## config.mk

```make
export PLATFORM = sky130hd
export DESIGN_NAME = i2c_clock_divider_search_core
export DESIGN_NICKNAME = d
export VERILOG_FILES = /design/src/i2ccds_pkg.sv /design/src/i2ccds_div.sv /design/src/i2ccds_dp.sv /design/src/i2ccds_ctrl.sv /design/src/i2c_clock_divider_search_core.sv
export VERILOG_INCLUDE_DIRS = /design/src /design/src/src
export SDC_FILE = /design/constraint.sdc
export NUM_CORES = 2
export LEC_CHECK = 0
export CAP_MARGIN = 20
export CORE_MARGIN = 1.5
export CORE_UTILIZATION = 50
export DETAILED_ROUTE_END_ITERATION = 8
export DONT_BUFFER_PORTS = 1
export HOLD_SLACK_MARGIN = 0.1
export PLACE_DENSITY = 0.69
export SYNTH_ARGS = -nofsm -noshare
export SYNTH_HDL_FRONTEND = slang
export SYNTH_HIERARCHICAL = 1
export SYNTH_SLANG_ARGS = --single-unit
export TNS_END_PERCENT = 5
```

## constraint.sdc

```tcl
create_clock -name i_clk -period 7.05 [get_ports i_clk]
set_clock_uncertainty 0.15 [all_clocks]
set_input_delay 1.41 -clock i_clk [delete_from_list [all_inputs] [get_ports i_clk]]
set_output_delay 1.41 -clock i_clk [all_outputs]
set_load 0.01 [all_outputs]
```

## src/i2c_clock_divider_search_core_defines.svh

```systemverilog
// Assertion macros for the divider search core.
`ifndef I2C_CLOCK_DIVIDER_SEARCH_CORE_DEFINES_SVH
`define I2C_CLOCK_DIVIDER_SEARCH_CORE_DEFINES_SVH

// Check a condition in the same cycle as its trigger.
`define I2CCDS_ASSERT_NOW(lbl, ante, cons, msg) \
    lbl: assert property (@(posedge i_clk) disable iff (!i_rst_n) \
        (ante) |-> (cons)) else $error(msg);

// Check a condition in the cycle after its trigger.
`define I2CCDS_ASSERT_NEXT(lbl, ante, cons, msg) \
    lbl: assert property (@(posedge i_clk) disable iff (!i_rst_n) \
        (ante) |=> (cons)) else $error(msg);

`endif

```

## src/i2ccds_pkg.sv

```systemverilog
// Shared types, constants and divider table for the divider search core.
package i2ccds_pkg;

    localparam int unsigned C_TABLE_SIZE = 64;
    localparam int unsigned C_IDX_W      = $clog2(C_TABLE_SIZE);

    localparam logic [31:0] C_CLK_RESET  = 32'd48000000;
    localparam logic [31:0] C_KILO       = 32'd1000;
    localparam logic [18:0] C_HOLD_SCALE = 19'd500000;
    // ceil(2^38 / 1000): x / 1000 == (x * C_KILO_RECIP) >> 38 for any 32-bit x.
    localparam logic [28:0] C_KILO_RECIP = 29'h10624DD3;

    // Multiplier codes: x1, x2, x4.
    localparam logic [1:0] C_MULT_X1 = 2'd0;
    localparam logic [1:0] C_MULT_X2 = 2'd1;
    localparam logic [1:0] C_MULT_X4 = 2'd2;

    localparam logic [11:0] C_DIV_TABLE [0:C_TABLE_SIZE-1] = '{
        12'd20,   12'd22,   12'd24,   12'd26,   12'd28,   12'd30,   12'd34,   12'd40,
        12'd28,   12'd32,   12'd36,   12'd40,   12'd44,   12'd48,   12'd56,   12'd68,
        12'd48,   12'd56,   12'd64,   12'd72,   12'd80,   12'd88,   12'd104,  12'd128,
        12'd80,   12'd96,   12'd112,  12'd128,  12'd144,  12'd160,  12'd192,  12'd240,
        12'd160,  12'd192,  12'd224,  12'd256,  12'd288,  12'd320,  12'd384,  12'd480,
        12'd320,  12'd384,  12'd448,  12'd512,  12'd576,  12'd640,  12'd768,  12'd960,
        12'd640,  12'd768,  12'd896,  12'd1024, 12'd1152, 12'd1280, 12'd1536, 12'd1920,
        12'd1280, 12'd1536, 12'd1792, 12'd2048, 12'd2304, 12'd2560, 12'd3072, 12'd3840
    };

    // Commands from the controller to the datapath.
    typedef struct packed {
        logic load;      // capture input word, clear best
        logic save_den;  // keep clock / 1000 quotient
        logic prep_c;    // set up current candidate
        logic start;     // launch divider
        logic eval;      // score candidate and advance
        logic emit;      // load result register
    } t_cmd;

    // Status from the datapath to the controller.
    typedef struct packed {
        logic div_done;
        logic hit;       // current candidate error is zero
        logic last;      // current candidate is the final one
    } t_sts;

endpackage

```

## src/i2ccds_div.sv

```systemverilog
// Restoring 32-bit unsigned divider, one quotient bit per cycle.
module i2ccds_div (
    input  logic        i_clk,
    input  logic        i_rst_n,
    input  logic        i_start,
    input  logic [31:0] i_dividend,
    input  logic [31:0] i_divisor,
    output logic        o_done,
    output logic [31:0] o_quotient
);
    logic        r_busy, n_busy;
    logic        r_done, n_done;
    logic [4:0]  r_cnt, n_cnt;
    logic [31:0] r_rem, n_rem;
    logic [31:0] r_quo, n_quo;
    logic [31:0] r_dsr, n_dsr;
    logic [32:0] w_shift;
    logic [32:0] w_diff;
    logic        w_ge;

    assign w_shift = {r_rem, r_quo[31]};
    assign w_diff  = w_shift - {1'b0, r_dsr};
    // A zero divisor always passes, giving an all-ones quotient.
    assign w_ge    = (w_shift >= {1'b0, r_dsr});

    always_comb begin
        n_busy = r_busy;
        n_done = 1'b0;
        n_cnt  = r_cnt;
        n_rem  = r_rem;
        n_quo  = r_quo;
        n_dsr  = r_dsr;
        if (i_start) begin
            n_busy = 1'b1;
            n_cnt  = '1;
            n_rem  = '0;
            n_quo  = i_dividend;
            n_dsr  = i_divisor;
        end else if (r_busy) begin
            n_rem = w_ge ? w_diff[31:0] : w_shift[31:0];
            n_quo = {r_quo[30:0], w_ge};
            n_cnt = r_cnt - 5'd1;
            if (r_cnt == 5'd0) begin
                n_busy = 1'b0;
                n_done = 1'b1;
            end
        end
    end

    always_ff @(posedge i_clk) begin
        if (!i_rst_n) begin
            r_busy <= 1'b0;
            r_done <= 1'b0;
        end else begin
            r_busy <= n_busy;
            r_done <= n_done;
        end
        r_cnt <= n_cnt;
        r_rem <= n_rem;
        r_quo <= n_quo;
        r_dsr <= n_dsr;
    end

    assign o_done     = r_done;
    assign o_quotient = r_quo;
endmodule

```

## src/i2ccds_dp.sv

```systemverilog
// Datapath: clock register, candidate operands, divider, best-match tracking.
module i2ccds_dp (
    input  logic               i_clk,
    input  logic               i_rst_n,
    input  logic               i_cfg_wr_en,
    input  logic [31:0]        i_cfg_wr_data,
    input  logic               i_mode,
    input  logic [31:0]        i_target,
    input  i2ccds_pkg::t_cmd   i_cmd,
    output i2ccds_pkg::t_sts   o_sts,
    output logic [1:0]         o_mult_select,
    output logic [5:0]         o_divider_index
);
    import i2ccds_pkg::*;

    logic [31:0]        r_clk_hz;
    logic               r_mode;
    logic [31:0]        r_target;
    logic [31:0]        r_den;
    logic [1:0]         r_m;
    logic [C_IDX_W-1:0] r_i;
    logic [31:0]        r_best_err;
    logic [1:0]         r_best_m;
    logic [C_IDX_W-1:0] r_best_i;
    logic [31:0]        r_dividend;
    logic [31:0]        r_divisor;
    logic [1:0]         r_out_m;
    logic [C_IDX_W-1:0] r_out_i;

    logic [13:0] w_d;
    logic [32:0] w_prod;
    logic [60:0] w_kilo_prod;
    logic        w_div_done;
    logic [31:0] w_quo;
    logic [31:0] w_err;

    assign w_d    = 14'(C_DIV_TABLE[r_i]) << r_m;
    assign w_prod = 33'(w_d) * 33'(C_HOLD_SCALE);
    // Clock / 1000 by reciprocal multiply; the quotient sits in bits 60:38.
    assign w_kilo_prod = 61'(r_clk_hz) * 61'(C_KILO_RECIP);
    assign w_err  = (r_target > w_quo) ? (r_target - w_quo) : (w_quo - r_target);

    i2ccds_div u_div (
        .i_clk      (i_clk),
        .i_rst_n    (i_rst_n),
        .i_start    (i_cmd.start),
        .i_dividend (r_dividend),
        .i_divisor  (r_divisor),
        .o_done     (w_div_done),
        .o_quotient (w_quo)
    );

    always_ff @(posedge i_clk) begin
        if (!i_rst_n) begin
            r_clk_hz <= C_CLK_RESET;
        end else if (i_cfg_wr_en) begin
            r_clk_hz <= i_cfg_wr_data;
        end
    end

    always_ff @(posedge i_clk) begin
        if (i_cmd.load) begin
            r_mode     <= i_mode;
            r_target   <= i_target;
            r_m        <= C_MULT_X1;
            r_i        <= '0;
            r_best_err <= '1;
            r_best_m   <= C_MULT_X1;
            r_best_i   <= '0;
        end
        if (i_cmd.save_den) begin
            r_den <= 32'(w_kilo_prod[60:38]);
        end
        if (i_cmd.prep_c) begin
            // Hold-time product wraps to 32 bits.
            r_dividend <= r_mode ? w_prod[31:0] : r_clk_hz;
            r_divisor  <= r_mode ? r_den : 32'(w_d);
        end
        if (i_cmd.eval) begin
            if (w_err < r_best_err) begin
                r_best_err <= w_err;
                r_best_m   <= r_m;
                r_best_i   <= r_i;
            end
            r_i <= r_i + 1'b1;
            if (r_i == '1) begin
                r_m <= r_m + 2'd1;
            end
        end
        if (i_cmd.emit) begin
            r_out_m <= r_best_m;
            r_out_i <= r_best_i;
        end
    end

    assign o_sts.div_done = w_div_done;
    assign o_sts.hit      = (w_err == 32'd0);
    assign o_sts.last     = (r_m == C_MULT_X4) && (r_i == '1);

    assign o_mult_select   = r_out_m;
    assign o_divider_index = r_out_i;
endmodule

```

## src/i2ccds_ctrl.sv

```systemverilog
// Controller: sequences the divisor set-up and the candidate scan.
module i2ccds_ctrl (
    input  logic             i_clk,
    input  logic             i_rst_n,
    input  logic             i_in_valid,
    output logic             o_in_ready,
    output logic             o_out_valid,
    input  logic             i_out_ready,
    input  i2ccds_pkg::t_sts i_sts,
    output i2ccds_pkg::t_cmd o_cmd
);
    import i2ccds_pkg::*;

    localparam logic [3:0] S_IDLE   = 4'd0;
    localparam logic [3:0] S_KPREP  = 4'd1;
    localparam logic [3:0] S_CPREP  = 4'd4;
    localparam logic [3:0] S_CSTART = 4'd5;
    localparam logic [3:0] S_CWAIT  = 4'd6;
    localparam logic [3:0] S_EVAL   = 4'd7;
    localparam logic [3:0] S_FIN    = 4'd8;

    logic [3:0] r_state, n_state;
    logic       r_ovalid, n_ovalid;

    always_comb begin
        n_state  = r_state;
        n_ovalid = r_ovalid;
        o_cmd    = '0;
        if (r_ovalid && i_out_ready) begin
            n_ovalid = 1'b0;
        end
        case (r_state)
            S_IDLE: begin
                if (i_in_valid) begin
                    o_cmd.load = 1'b1;
                    n_state    = S_KPREP;
                end
            end
            S_KPREP: begin
                o_cmd.save_den = 1'b1;
                n_state        = S_CPREP;
            end
            S_CPREP: begin
                o_cmd.prep_c = 1'b1;
                n_state      = S_CSTART;
            end
            S_CSTART: begin
                o_cmd.start = 1'b1;
                n_state     = S_CWAIT;
            end
            S_CWAIT: begin
                if (i_sts.div_done) begin
                    n_state = S_EVAL;
                end
            end
            S_EVAL: begin
                o_cmd.eval = 1'b1;
                // Stop on an exact match or after the last candidate.
                n_state = (i_sts.hit || i_sts.last) ? S_FIN : S_CPREP;
            end
            S_FIN: begin
                // Hold until the result register is free.
                if (!r_ovalid || i_out_ready) begin
                    o_cmd.emit = 1'b1;
                    n_ovalid   = 1'b1;
                    n_state    = S_IDLE;
                end
            end
            default: begin
                n_state = S_IDLE;
            end
        endcase
    end

    always_ff @(posedge i_clk) begin
        if (!i_rst_n) begin
            r_state  <= S_IDLE;
            r_ovalid <= 1'b0;
        end else begin
            r_state  <= n_state;
            r_ovalid <= n_ovalid;
        end
    end

    assign o_in_ready  = (r_state == S_IDLE);
    assign o_out_valid = r_ovalid;
endmodule

```

## src/i2c_clock_divider_search_core.sv

```systemverilog
// Each word gets a set-up step, then each candidate is prepared, run through the serial
// divider and scored; the best is then loaded as the result. At most 192 are scanned.
// Throughput: one word at a time; the next word is taken the cycle after the result loads.
// A waiting result does not block input, but the next result holds until it is taken.
// Synchronous active-low reset clears control state and loads the 48 MHz clock.
module i2c_clock_divider_search_core (
    input  logic        i_clk,
    input  logic        i_rst_n,
    input  logic        i_cfg_wr_en,
    input  logic [31:0] i_cfg_wr_data,
    input  logic        s_axis_tvalid,
    output logic        s_axis_tready,
    input  logic [31:0] s_axis_tdata,   // [31:0] target
    input  logic        s_axis_tuser,   // [0] mode
    output logic        m_axis_tvalid,
    input  logic        m_axis_tready,
    output logic [7:0]  m_axis_tdata    // [1:0] mult_select, [7:2] divider_index
);
    import i2ccds_pkg::*;
    `include "i2c_clock_divider_search_core_defines.svh"

    t_cmd       w_cmd;
    t_sts       w_sts;
    logic [1:0] w_mult_select;
    logic [5:0] w_divider_index;

    i2ccds_ctrl u_ctrl (
        .i_clk       (i_clk),
        .i_rst_n     (i_rst_n),
        .i_in_valid  (s_axis_tvalid),
        .o_in_ready  (s_axis_tready),
        .o_out_valid (m_axis_tvalid),
        .i_out_ready (m_axis_tready),
        .i_sts       (w_sts),
        .o_cmd       (w_cmd)
    );

    i2ccds_dp u_dp (
        .i_clk           (i_clk),
        .i_rst_n         (i_rst_n),
        .i_cfg_wr_en     (i_cfg_wr_en),
        .i_cfg_wr_data   (i_cfg_wr_data),
        .i_mode          (s_axis_tuser),
        .i_target        (s_axis_tdata),
        .i_cmd           (w_cmd),
        .o_sts           (w_sts),
        .o_mult_select   (w_mult_select),
        .o_divider_index (w_divider_index)
    );

    assign m_axis_tdata = {w_divider_index, w_mult_select};

    `I2CCDS_ASSERT_NOW(a_mult_range, m_axis_tvalid, m_axis_tdata[1:0] != 2'd3, "bad mult code")
    `I2CCDS_ASSERT_NEXT(a_one_at_a_time, s_axis_tvalid && s_axis_tready, !s_axis_tready, "ready after accept")
    `I2CCDS_ASSERT_NOW(a_div_busy, w_sts.div_done, !s_axis_tready && !w_cmd.start, "divider done while idle")
endmodule
```

==> metrics <==
count leader, synth inv_1; Final setup violation count 10; FFs w/ async S/R, synth 0%; TritonCTS Buffers 40; WL final between 80,000 and 90,000 µm; Max clock buf depth 3; VDD IR max 680 µV; hpwl dp 68,600 µm; filler instances ~5,800; drc violations 0; Die Ht 267 µm; maximum capacitance violations 0; syn_area_per_cell 9.92 µm²; top cells by area, synth ha_1 (22%), fa_1 (20%), edfxtp_1 (16%); die width roughly 270 µm; # H-tree levels 2; vias post-DR 25,000; core area 68,900 µm²; crit path launch u_dp/r_clk_hz[18]; initial core utilization 50.7%; root buf cell clkbuf_16; Multi-input gate area 24,500 µm²; Slew HR 35.5%; Post-Layout Inst Area between 40,000 and 50,000 µm²; final critical-path required period 7.25 ns; first-pass GRT wire length roughly 140,000 µm; Post-Place Worst Slack -0.533 ns; clock latency on the worst-skew pair 0.58 ns; Slew Limit Fails 0; Syn-to-layout area delta 14.6%; crit-path max FO 5; Area after DPL 37,700 µm²; CP endpoint kind register; pin count of the biggest net entering global routing 80; register area share after synthesis between 20% and 30%; clock sink count 307; Yosys top cell by area ha_1; outcome finished with violations; failing checks setup timing; Post-synth top cells inv_1 (767), ha_1 (613), fa_1 (341), edfxtp_1 (189), nand2_1 (163); clock slew at reported path FFs about 0.06 ns; GPL Wtd Cong between 0.9 and 1; # IOs 80; unrepaired setup endpoints after global routing true; Post-Syn Area ~35,000 µm²; WS Path Type register to register; Final nets 4,756; leak pwr 20.2 nW; final hold vios 0; Worst Path Required about 7 ns; Synth Flop Type edfxtp_1; startpoint types register; Sequential Area 8090 µm²; cell count after synthesis 3,526; CTS tree built; pwr/cell area between 400 and 500 nW/µm²; Worst-Margin Slew between 0.9 and 1 ns; number of flops mapped to enable cells by yosys 189; Antenna diodes 0; drt initial violations around 1,500; post-route setup slack -0.204 ns; Total GRT Usage 24.3%; vias per cell roughly 5.3; initial antenna violation count 0; top cell type's share of synthesized area 21.9%; FF+latch count, synth 307; Hold Crit Start u_dp/r_divisor[20]; drt wl/cell roughly 18 µm; WHS ~0.26 ns; FMAX 138 MHz; hold_buf cts 0; Pre-antenna DRT Iters 6; Final period util 103%; min-delay worst type register to register; remaining antenna violation count after routing 0; num rows between 90 and 100; RR Startpoint u_dp/r_clk_hz[18]; Cell variety after synth 90; Tot Pwr just under 20 mW; grt total ovfl 0; Die ar. 71,500 µm²; synthesis warning total 6; port bufs 0; WP data arrival 7.40 ns; layout cells sized above 1 15.4%; number of global-route vias before repair 25,900
==> path summary, 6_finish.rpt <==
kind	endpoint	slack, ns	cells after the start
hold reg to reg	u_dp/u_div/r_dsr[20]	0.26	0
setup reg to reg	u_dp/r_den[20]	-0.20	27
hold / removal	u_dp/u_div/r_dsr[20]	0.26	0
setup / recovery	u_dp/r_den[20]	-0.20	27
==> flip-flops by register name (all words and copies together) (netlist names), 32 cells and up <==
name,flops
u_dp/r_best_err,32
u_dp/r_clk_hz,32
u_dp/r_dividend,32
u_dp/r_target,32
u_dp/u_div/o_quotient,32
u_dp/u_div/r_dsr,32
u_dp/u_div/r_rem,32
==> cell families (layout without fill, tap and decap cells) <==
family / count (synthesis) / after routing / synth area share, %
multiplexers: 137 / 137 / 4.16
XOR/XNOR: 93 / 93 / 2.33
other: 1 / 9 / 0.0107
adder cells (fa/ha/maj): 954 / 954 / 41.5
buffers and inverters: 864 / 1094 / 9.42
AO/OA/AOI/OAI: 563 / 563 / 10.8
flip-flops: 307 / 307 / 23.0
AND/OR/NAND/NOR: 607 / 607 / 8.86
==> where the power goes <==
part	leakage, nW	switching, mW	internal (mW)
clock network	0.667	0.858	1.30
registers	2.73	0.161	2.32
logic	16.8	7.90	6.87
==> what timing repair did <==
item                                    in CTS  in global routing
resized for setup                          142                 19
pin swaps                                   73                 22
buffers inserted                            21                  2
endpoints found under the setup margin      17                 24
==> critical path, stage by stage (launching register included) <==
cell and delay, ns:
dfxtp_4 0.37, buf_4 0.17, ha_1 0.22, fa_2 0.39
fa_1 0.48, inv_1 0.05, fa_1 0.47, inv_1 0.05
fa_1 0.56, fa_2 0.45, fa_1 0.49, inv_1 0.06
fa_1 0.49, inv_1 0.05, ha_1 0.29, nand4_1 0.18
nor3_4 0.19, nand4_1 0.14, o31a_1 0.34, a21o_1 0.19
o2111ai_4 0.10, a41oi_2 0.18, o31ai_2 0.26, and2_4 0.21
buf_6 0.10, o21a_1 0.14, o21a_1 0.14, o22ai_1 0.08
==> cell usage in the layout (no fill, tap or decap), drive strengths merged, types with 8 or more instances in the layout <==
master   count
inv        773
ha         613
fa         341
buf        251
edfxtp     189
nand2      165
a21oi      163
nor2       126
dfxtp      118
o21ai      112
mux2i       71
mux2        66
nor2b       66
a21o        62
xnor2       61
clkbuf      49
nand2b      38
xor2        32
nor3        32
nand3       31
nand4       30
and2        30
o211ai      27
a211oi      27
or2         26
o21a        24
a311oi      23
a31oi       18
o21bai      13
and3        12
clkinv      12
a211o        9
conb         9
a21boi       9
o31ai        9
o31a         8
nand3b       8
nor4         8
o2111ai      8
==> per-layer routing <==
layer	vias up	GRT usage (%)	wire length, µm
li1	12200	-	-
met1	12100	33.3	38900
met2	545	40.7	39800
met3	130	2.71	3720
met4	0	6.86	2340
met5	-	0	0
==> stage by stage <==
step / cells / setup TNS [ns] / utilization [%]
floorplan: 3534 / -0.00251 / -
global placement: 4599 / -3.31 / 54.6
detailed placement: 4599 / -4.65 / 54.6
CTS: 4693 / -0.599 / 58.0
global route: 4695 / -4.89 / 58.1
finish: 4695 / -1.16 / 58.1
==> final cells by class <==
| class | instances | area share [%] |
|---|---|---|
| clock buffer | 49 | 2.71 |
| clock inverter | 25 | 0.749 |
| inverter | 769 | 7.20 |
| multi-input combinational | 2363 | 61.2 |
| sequential | 307 | 20.2 |
| tap | 931 | 2.91 |
| timing repair buffer | 251 | 5.01 |
Note: power is estimated with default switching activity, not from simulation.
